===== src/signed_int_to_decimal_ascii_macros.svh =====
// Assertion macros for the signed integer to decimal text converter.
// Used by the top level; expects clk and rst_n in scope.
`ifndef SIGNED_INT_TO_DECIMAL_ASCII_MACROS_SVH
`define SIGNED_INT_TO_DECIMAL_ASCII_MACROS_SVH

// same-cycle implication
`define SIDC_ASSERT_NOW(label, ante, cons) \
    label: assert property (@(posedge clk) disable iff (!rst_n) (ante) |-> (cons)) \
        else $error("sidc assertion failed");

// next-cycle implication
`define SIDC_ASSERT_NEXT(label, ante, cons) \
    label: assert property (@(posedge clk) disable iff (!rst_n) (ante) |=> (cons)) \
        else $error("sidc assertion failed");

`endif


===== src/sidc_pkg.sv =====
// Shared types and constants for the decimal text converter.
// No dependencies.
`default_nettype none

package sidc_pkg;

    localparam int NUMBER_W = 64;
    localparam int CHAR_W   = 7;

    localparam logic [CHAR_W-1:0] CH_MINUS = 7'd45;
    localparam logic [CHAR_W-1:0] CH_ZERO  = 7'd48;

    typedef struct packed {
        logic load;      // capture number, clear digits
        logic dabble;    // one shift-add-3 step
        logic load_dig;  // preset counter to digit count
        logic dshift;    // drop leading digit
        logic sel_sign;  // present minus sign
    } cmd_t;

    typedef struct packed {
        logic cnt_one;
        logic top_zero;
        logic minus;
    } sts_t;

endpackage

`default_nettype wire


===== src/sidc_dp.sv =====
// Datapath: magnitude capture, shift-add-3 BCD conversion, digit emission.
// Depends on sidc_pkg.
`default_nettype none

module sidc_dp #(
    parameter int VALUE_BITS = 64
) (
    input  wire logic                           clk,
    input  wire logic [sidc_pkg::NUMBER_W-1:0]  number,
    input  wire sidc_pkg::cmd_t                 cmd,
    output sidc_pkg::sts_t                      sts,
    output logic [sidc_pkg::CHAR_W-1:0]         text_char,
    output logic                                last_char
);
    import sidc_pkg::*;

    // digits in 2^(VALUE_BITS-1); 1233/4096 approximates log10(2)
    localparam int NDIG = (((VALUE_BITS - 1) * 1233) >> 12) + 1;
    localparam int BW   = 4 * NDIG;
    localparam int CW   = $clog2(VALUE_BITS + 1);

    logic [VALUE_BITS-1:0] mag_reg, mag_next;
    logic [BW-1:0]         bcd_reg, bcd_next;
    logic                  minus_reg, minus_next;
    logic [CW-1:0]         cnt_reg, cnt_next;

    logic [VALUE_BITS-1:0] raw;
    logic [BW-1:0]         adj;
    logic [3:0]            top;

    assign raw = number[VALUE_BITS-1:0];
    assign top = bcd_reg[BW-1 -: 4];

    always_comb
    begin
        for (int i = 0; i < NDIG; i++)
        begin
            adj[4*i +: 4] = (bcd_reg[4*i +: 4] >= 4'd5) ? bcd_reg[4*i +: 4] + 4'd3
                                                        : bcd_reg[4*i +: 4];
        end
    end

    always_comb
    begin
        mag_next   = mag_reg;
        bcd_next   = bcd_reg;
        minus_next = minus_reg;
        cnt_next   = cnt_reg;
        if (cmd.load)
        begin
            minus_next = raw[VALUE_BITS-1];
            mag_next   = raw[VALUE_BITS-1] ? (~raw + VALUE_BITS'(1)) : raw;
            bcd_next   = '0;
        end
        else if (cmd.dabble)
        begin
            bcd_next = {adj[BW-2:0], mag_reg[VALUE_BITS-1]};
            mag_next = {mag_reg[VALUE_BITS-2:0], 1'b0};
        end
        else if (cmd.dshift)
        begin
            bcd_next = {bcd_reg[BW-5:0], 4'd0};
        end

        if (cmd.load)
            cnt_next = CW'(VALUE_BITS);
        else if (cmd.load_dig)
            cnt_next = CW'(NDIG);
        else if (cmd.dabble || cmd.dshift)
            cnt_next = cnt_reg - CW'(1);
    end

    always_ff @(posedge clk)
    begin
        mag_reg   <= mag_next;
        bcd_reg   <= bcd_next;
        minus_reg <= minus_next;
        cnt_reg   <= cnt_next;
    end

    assign sts.cnt_one  = (cnt_reg == CW'(1));
    assign sts.top_zero = (top == 4'd0);
    assign sts.minus    = minus_reg;

    assign text_char = cmd.sel_sign ? CH_MINUS : CH_ZERO + {3'd0, top};
    assign last_char = !cmd.sel_sign && sts.cnt_one;

endmodule

`default_nettype wire


===== src/sidc_ctrl.sv =====
// Controller: sequences capture, conversion, leading-zero skip and emission.
// Depends on sidc_pkg.
`default_nettype none

module sidc_ctrl (
    input  wire logic            clk,
    input  wire logic            rst_n,
    input  wire logic            in_valid,
    output logic                 in_ready,
    output logic                 out_valid,
    input  wire logic            out_ready,
    input  wire sidc_pkg::sts_t  sts,
    output sidc_pkg::cmd_t       cmd
);
    import sidc_pkg::*;

    typedef enum logic [2:0] {
        ST_IDLE,
        ST_CONV,
        ST_SKIP,
        ST_SIGN,
        ST_EMIT
    } state_t;

    state_t state_reg, state_next;
    logic   in_ready_reg, in_ready_next;
    logic   out_valid_reg, out_valid_next;

    always_comb
    begin
        state_next = state_reg;
        cmd        = '0;
        case (state_reg)
            ST_IDLE:
            begin
                if (in_valid)
                begin
                    cmd.load   = 1'b1;
                    state_next = ST_CONV;
                end
            end
            ST_CONV:
            begin
                cmd.dabble = 1'b1;
                if (sts.cnt_one)
                begin
                    cmd.load_dig = 1'b1;
                    state_next   = ST_SKIP;
                end
            end
            ST_SKIP:
            begin
                if (sts.top_zero && !sts.cnt_one)
                    cmd.dshift = 1'b1;
                else
                    state_next = sts.minus ? ST_SIGN : ST_EMIT;
            end
            ST_SIGN:
            begin
                cmd.sel_sign = 1'b1;
                if (out_ready)
                    state_next = ST_EMIT;
            end
            ST_EMIT:
            begin
                if (out_ready)
                begin
                    if (sts.cnt_one)
                        state_next = ST_IDLE;
                    else
                        cmd.dshift = 1'b1;
                end
            end
            default:
            begin
                state_next = ST_IDLE;
            end
        endcase
        in_ready_next  = (state_next == ST_IDLE);
        out_valid_next = (state_next == ST_SIGN) || (state_next == ST_EMIT);
    end

    always_ff @(posedge clk or negedge rst_n)
    begin
        if (!rst_n)
        begin
            state_reg     <= ST_IDLE;
            in_ready_reg  <= 1'b1;
            out_valid_reg <= 1'b0;
        end
        else
        begin
            state_reg     <= state_next;
            in_ready_reg  <= in_ready_next;
            out_valid_reg <= out_valid_next;
        end
    end

    assign in_ready  = in_ready_reg;
    assign out_valid = out_valid_reg;

endmodule

`default_nettype wire


===== src/signed_int_to_decimal_ascii.sv =====
// Converts one signed integer per transaction into its decimal ASCII text, most
// significant character first, with a leading minus for negative values and
// last_char set on the final character. Only the low VALUE_BITS bits of number
// are used. An item is captured, converted by VALUE_BITS steps of the
// one-bit-per-cycle shift-add-3 loop, has each leading zero digit skipped,
// has its sign decided, and then emits its characters while out_ready is
// high; emission holds while out_ready is low. Skipped and emitted digits
// always total 19 for a 64-bit value. One item is processed at a time;
// in_ready rises again after the last character.
// Depends on sidc_pkg, sidc_ctrl, sidc_dp and the assertion macro header.
`default_nettype none
`include "signed_int_to_decimal_ascii_macros.svh"

module signed_int_to_decimal_ascii #(
    parameter int VALUE_BITS = 64
) (
    input  wire logic                           clk,
    input  wire logic                           rst_n,
    input  wire logic                           in_valid,
    output logic                                in_ready,
    input  wire logic [sidc_pkg::NUMBER_W-1:0]  number,
    output logic                                out_valid,
    input  wire logic                           out_ready,
    output logic [sidc_pkg::CHAR_W-1:0]         text_char,
    output logic                                last_char
);
    import sidc_pkg::*;

    cmd_t cmd;
    sts_t sts;

    sidc_ctrl u_ctrl (
        .clk       (clk),
        .rst_n     (rst_n),
        .in_valid  (in_valid),
        .in_ready  (in_ready),
        .out_valid (out_valid),
        .out_ready (out_ready),
        .sts       (sts),
        .cmd       (cmd)
    );

    sidc_dp #(
        .VALUE_BITS (VALUE_BITS)
    ) u_dp (
        .clk       (clk),
        .number    (number),
        .cmd       (cmd),
        .sts       (sts),
        .text_char (text_char),
        .last_char (last_char)
    );

    `SIDC_ASSERT_NOW(a_no_out_while_ready, in_ready, !out_valid)
    `SIDC_ASSERT_NEXT(a_busy_after_accept, in_valid && in_ready, !in_ready)
    `SIDC_ASSERT_NEXT(a_idle_after_last, out_valid && out_ready && last_char, in_ready)
    `SIDC_ASSERT_NOW(a_sign_not_last, out_valid && text_char == CH_MINUS, !last_char)

endmodule

`default_nettype wire


===== config.mk =====
export PLATFORM = sky130hd
export DESIGN_NAME = signed_int_to_decimal_ascii
export DESIGN_NICKNAME = d
export VERILOG_FILES = /design/src/sidc_pkg.sv /design/src/sidc_dp.sv /design/src/sidc_ctrl.sv /design/src/signed_int_to_decimal_ascii.sv
export VERILOG_INCLUDE_DIRS = /design/src /design/src/src
export SDC_FILE = /design/constraint.sdc
export NUM_CORES = 1
export LEC_CHECK = 0
export BUFFER_PORTS_ARGS = -buffer_cell sky130_fd_sc_hd__buf_4
export CAP_MARGIN = 5
export CORE_MARGIN = 1
export CORE_UTILIZATION = 40
export DETAILED_ROUTE_END_ITERATION = 8
export SLEW_MARGIN = 20
export SYNTH_ARGS = -nofsm -noshare
export SYNTH_HDL_FRONTEND = slang
export SYNTH_SLANG_ARGS = --single-unit

===== constraint.sdc =====
create_clock -name clk -period 3.4 [get_ports clk]
set_clock_uncertainty 0.1 [all_clocks]
set_input_delay 0.17 -clock clk [delete_from_list [all_inputs] [get_ports clk]]
set_output_delay 0.17 -clock clk [all_outputs]
set_load 0.01 [all_outputs]

==> results of run 1 <==
==> logic make-up after synthesis <==
| kind of cell | Yosys count | synth area share, % |
|---|---|---|
| simple gates | 315 | 16.5 |
| flops | 153 | 39.3 |
| mux | 4 | 0.421 |
| compound gates | 412 | 26.0 |
| xor+xnor | 82 | 7.55 |
| other cells | 2 | 0.0790 |
| buf+inv | 111 | 4.65 |
| fa+ha+maj | 42 | 5.53 |
==> routing by layer <==
metal | GRT usage [%] | vias to the layer above | routed length [µm]
met1 | 26.7 | 3924 | 11400
met3 | 3.86 | 13 | 777
met4 | 5.04 | 0 | 169
li1 | - | 4204 | -
met5 | 0 | - | 0
met2 | 31.4 | 133 | 10600
==> worst register-to-register path, stage by stage, from the launching register on <==
cell	delay, ns
dfxtp_1	0.34
or4_1	0.62
o2111ai_1	0.39
and3_1	0.57
buf_4	0.32
o21ai_0	0.12
a21oi_1	0.15
==> area by class of cell <==
| class | count | area, µm² | share of cell area, % |
|---|---|---|---|
| multi-input cells | 857 | 5350 | 48.6 |
| flip-flops and latches | 153 | 3740 | 34.0 |
| repair buffers | 100 | 806 | 7.31 |
| clock buffers | 18 | 433 | 3.93 |
| well taps | 319 | 399 | 3.62 |
| inverters | 46 | 173 | 1.57 |
| clock inverters | 14 | 113 | 1.02 |
==> placed cells by master (no fill, tap or decap), types with 3 or more instances in the layout <==
| cell type | count |
|---|---|
| a21oi_1 | 119 |
| a221o_1 | 16 |
| a2bb2oi_1 | 18 |
| a32oi_1 | 17 |
| buf_12 | 3 |
| buf_4 | 90 |
| clkbuf_16 | 17 |
| clkinv_4 | 3 |
| dfrtp_1 | 4 |
| dfxtp_1 | 83 |
| dlygate4sd3_1 | 7 |
| edfxtp_1 | 65 |
| ha_1 | 42 |
| inv_1 | 46 |
| inv_6 | 5 |
| mux2i_1 | 4 |
| nand2_1 | 123 |
| nand2b_1 | 43 |
| nand3_1 | 9 |
| nand4_1 | 7 |
| nor2_1 | 42 |
| nor3_1 | 45 |
| nor4_1 | 9 |
| o21ai_0 | 185 |
| o21ai_1 | 8 |
| o31ai_1 | 15 |
| o41ai_1 | 20 |
| or3_1 | 6 |
| or4_1 | 9 |
| xnor2_1 | 21 |
| xor2_1 | 61 |
==> path summary, 6_finish.rpt <==
path                                               from  slack [ns]                       endpoint  cells past startpoint
min                                          number[45]        0.02     u_dp.mag_reg[45]$_DFFE_PP_                      3
max reg2reg                u_dp.cnt_reg[4]$_SDFFE_PP0P_        0.70  u_dp.bcd_reg[27]$_SDFFE_PP0P_                      6
min reg2reg                u_dp.cnt_reg[6]$_SDFFE_PP1P_        0.39   u_dp.cnt_reg[6]$_SDFFE_PP1P_                      1
max                                          number[33]        0.48     u_dp.mag_reg[59]$_DFFE_PP_                      8
min in group asynchronous                         rst_n        0.15      u_ctrl.in_ready$_DFF_PN1_                      2
max in group asynchronous                         rst_n        2.39  u_ctrl.state_reg[0]$_DFF_PN0_                      3
==> report_power, final <==
group	switching (W)	internal [W]
Clock	0.000826	0.000958
Combinational	0.00295	0.00203
Sequential	0.000733	0.00311
==> through the flow <==
stage               utilization, %  cells  setup slack (ns)
floorplan                        -   1121             0.252
CTS                           47.1   1507             0.506
detailed placement            44.4   1468             0.427
finish                        47.1   1507             0.475
global placement              44.4   1468             0.453
global route                  47.1   1507             0.277
==> impl_metrics.ini, run 1 <==
[yosys]
async_flop_share_pct = 3.27
yosysWarnings = 0
synth_edf_count = 65
synth_seq_cells = 153
synth.distinct_cells = 55
synth_area_um2 = 9510
syn_avg_cell_area_um2 = 8.48
synth_most_common_cell = o21ai_0
yosysTopAreaCellShare_pct = 20.5
synth_nets = 1231
syn_inst = 1121
synth_common_cells = 185 x o21ai_0, 125 x nand2_1, 119 x a21oi_1
ys_top_cells_by_area = edfxtp_1 21%, dfxtp_1 17%, o21ai_0 9.7%
yosysTopAreaCell = edfxtp_1
yosysSeqAreaShare_pct = 39.3
synth_flop_cell = dfxtp_1

[critical_path]
crit_slowest_cell = or4_1
cp_max_fo = 13
cp-end-kind = flip-flop
crit_path_start_kind = input pin
critical_path_required_ns = 3.46
critical_path_class = in2reg
cp_top_family = simple AND/OR/NAND/NOR gates
max_stage_delay_ns = 0.62
arrival_ns = 2.99
path_buf_inv = 2
path_cells = dlygate4sd3_1 -> buf_4 -> or4_1 -> nor3_2 -> nand3_1 -> o41ai_1 -> xor2_1 -> o21ai_1

[floorplanning]
die_w_um = 156
num_io_pins = 78
dieArea_um2 = 24400
initial_core_util_pct = 40.6
fp.coreArea_um2 = 23400
row_count = 56
die_h_um = 156

[clock_tree]
clockBufferDepth = 2
cts_setup_buffers = 0
cts_hold_repair.buffers = 7
post_cts_resized = 0
path_clk_slew_ns = 0.07
cts.sinks = 153
htree_levels = 4
cts_tree = yes
numCtsBuffers = 17
cts_root_buffer = clkbuf_16
clk_latency_ns = 0.43

[place]
port_buffers = 75
gp_congestion = 0.823
placed_area_um2 = 10400
post-dp-hpwl_um = 15100

[cells_and_area]
fill_cells = 2333
largest_register_ff_count = 76
nets = 1285
area_delta_synth_final_pct = 15.9
n_antenna_cell = 0
drive_above_1_share_pct = 11.9
fin_area_um2 = 11000

[global_routing]
first_global_vias = 7630
antenna_found_initial = 0
track_usage_pct = 19.5
grt_pass1_wl_um = 38500
grt_max_degree = 131
overflow = 0

[timing]
slew_viol_final = 0
final.min_clock_period_ns = 2.92
tightest_slew_ns = 0.787
hold_violations = 0
max-slew-margin-rel_pct = 47.5
hold_slack_ns = 0.0238
setup_viol_count_final = 0
fin_tns_setup_ns = 0
fmax_ghz = 0.342
period_share_pct = 86.0
rsz0062_at_grt = no

[drt]
dr.pass1.iters = 5
wl_per_cell_um = 15.3
drt_iter0_markers = 681
vias_per_cell = 5.49
dr_total_vias = 8274
drc_errors = 0
drt_wl_total_um = 23000
drtAntennaViolNets = 0

[run]
drv_cap = 0

[pwr]
p_leak_nw = 4.31
vdd_ir_drop_max_mv = 0.490
power_w = 0.0106
p_per_area_nw_per_um2 = 963

[status]
status = finished, final reports clean

[hold_path]
hold_path_class = in2reg
Note: power is estimated with default switching activity, not from simulation.
==> inputs of run 2 (changes only) <==
CORE_UTILIZATION = 60   (was 40)
PLACE_DENSITY = 0.8   (was not set)
==> run 2 against run 1 <==
  * Global-route usage grew 8.4 points
  * First-iteration DRC count shrank 0.73%
  * Routed wire length shrank 2.8%
  * Worst setup slack gained 0.15 ns
  * Cell count shrank 7.6%
  * Total power grew 2.4%
  * Critical path depth shrank 2
  * Register-to-register slack lost 0.08 ns
  * Hold slack lost 0.016 ns
  * Largest cell class unchanged
  * Die area shrank 33%
  * Final area shrank 1.1%
==> impl_metrics.ini, run 2 (synthesis gave the netlist of run 1 again) <==
[status]
status = finished, final reports clean

[cells_and_area]
fill_cells = 1242
nets = 1279
drive_above_1_share_pct = 11.6
n_antenna_cell = 0
layout_common_cells = 185 x o21ai_0, 123 x nand2_1, 119 x a21oi_1, 88 x buf_4, 83 x dfxtp_1
largest_register_ff_count = 76
area_delta_synth_final_pct = 14.6
final_common_cell = o21ai_0

[critical_path]
cp_top_family = simple AND/OR/NAND/NOR gates
arrival_ns = 3.04
max_stage_delay_ns = 0.62
cp-end-kind = flip-flop
crit_path_start_kind = flip-flop
crit_slowest_cell = or4_1
path_cells = or4_1 -> o2111ai_1 -> nand3_2 -> nor2_1 -> buf_4 -> a221o_1
timing.rr.start = u_dp.cnt_reg[4]$_SDFFE_PP0P_
critical_path_class = reg2reg
path_buf_inv = 1
critical_path_required_ns = 3.67
worstSetupStartpoint = u_dp.cnt_reg[4]$_SDFFE_PP0P_
cp_max_fo = 26

[timing]
fmax_ghz = 0.360
worst_slack_ns = 0.624
tightest_slew_ns = 0.640
slew_viol_final = 0
setup_viol_count_final = 0
hold_slack_ns = 0.00748
fin_tns_setup_ns = 0
rsz0062_at_grt = no
hold_violations = 0
max-slew-margin-rel_pct = 57.3
final.min_clock_period_ns = 2.78
period_share_pct = 81.7

[floorplanning]
die_w_um = 128
initial_core_util_pct = 62.1
row_count = 45
fp.coreArea_um2 = 15300
num_io_pins = 78
die_h_um = 128
dieArea_um2 = 16400

[place]
pre_cts_slack_ns = 0.422
post-dp-hpwl_um = 14200
gp_congestion = 0.843
port_buffers = 75

[drt]
vias_per_cell = 6.12
wl_per_cell_um = 16.0
dr.pass1.iters = 5
drc_errors = 0
drt_iter0_markers = 676
drt_wl_total_um = 22300
dr_total_vias = 8519
drtAntennaViolNets = 0

[clock_tree]
cts.sinks = 153
clk_latency_ns = 0.43
path_clk_slew_ns = 0.06
cts_setup_buffers = 0
cts_tree = yes
cts_root_buffer = clkbuf_16
clockBufferDepth = 2
numCtsBuffers = 17
htree_levels = 4

[global_routing]
overflow = 0
antenna_found_initial = 0
grt_max_degree = 80
first_global_vias = 7910
track_usage_pct = 27.9
grt_pass1_wl_um = 37300

[pwr]
vdd_ir_drop_max_mv = 0.607
p_leak_nw = 4.29
power_w = 0.0109
p_per_area_nw_per_um2 = 997

[hold_path]
hold_path_class = in2async

[run]
drv_cap = 0
## run 2: changes by cell type in the layout (fill, tap and decap cells not counted), moves of 3 or more
cell	previous run	this run
bufinv_16	0	3
clkinv_4	3	0
inv_6	5	1
dlygate4sd3_1	7	3
## run 2: worst paths after layout
path                                                 endpoint  slack [ns]  cells past startpoint
worst max-delay path            u_dp.bcd_reg[13]$_SDFFE_PP0P_        0.62                      6
worst min-delay path            u_ctrl.state_reg[0]$_DFF_PN0_       0.007                      2
worst min register to register   u_dp.bcd_reg[0]$_SDFFE_PP0P_        0.37                      2
max in group asynchronous           u_ctrl.in_ready$_DFF_PN1_        3.00                      2
worst max register to register  u_dp.bcd_reg[13]$_SDFFE_PP0P_        0.62                      6
min in group clk                   u_dp.mag_reg[12]$_DFFE_PP_        0.02                      3
## run 2: repair_timing
action | 4_1_cts | 5_1_grt
hold buffers | 3 | 0
endpoints found under the hold margin | 7 | 0
resized for setup | 0 | 0
## run 2: metrics by stage
step                util, %  instances  cell area [µm²]
floorplan                 -       1121             9510
global placement       66.9       1358            10200
detailed placement     66.9       1358            10200
CTS                    71.1       1393            10900
global route           71.1       1393            10900
finish                 71.1       1393            10900
## run 2: report_power, final
| group | switching (W) | internal, W | leakage, nW |
|---|---|---|---|
| registers | 0.000740 | 0.00312 | 1.43 |
| logic | 0.00301 | 0.00203 | 2.58 |
| clock network | 0.000758 | 0.00121 | 0.288 |
| total | 0.00450 | 0.00636 | 4.29 |
## run 2: worst reg2reg max path, stage by stage, from the launching register on
cell,delay [ns]
dfxtp_1,0.33
or4_1,0.62
o2111ai_1,0.41
nand3_2,0.52
nor2_1,0.25
buf_4,0.29
a221o_1,0.20
## run 2: final cells by class
type	count	area, µm²	area share, %
multi-input cells	857	5350	49.1
clock buffers	21	472	4.33
flip-flops and latches	153	3740	34.3
inverters	46	173	1.58
repair buffers	94	751	6.89
clock inverters	11	143	1.31
well taps	211	264	2.42
## run 2: routing by layer
| layer | share of wire, % | vias up | routed length (µm) | track usage [%] |
|---|---|---|---|---|
| met1 | 44 | 4060 | 9910 | 35.8 |
| met5 | 0 | - | 0 | 0 |
| met2 | 49 | 265 | 11000 | 48.3 |
| met3 | 5.4 | 12 | 1210 | 5.55 |
| met4 | 0.90 | 0 | 201 | 6.92 |
| li1 | - | 4182 | - | - |
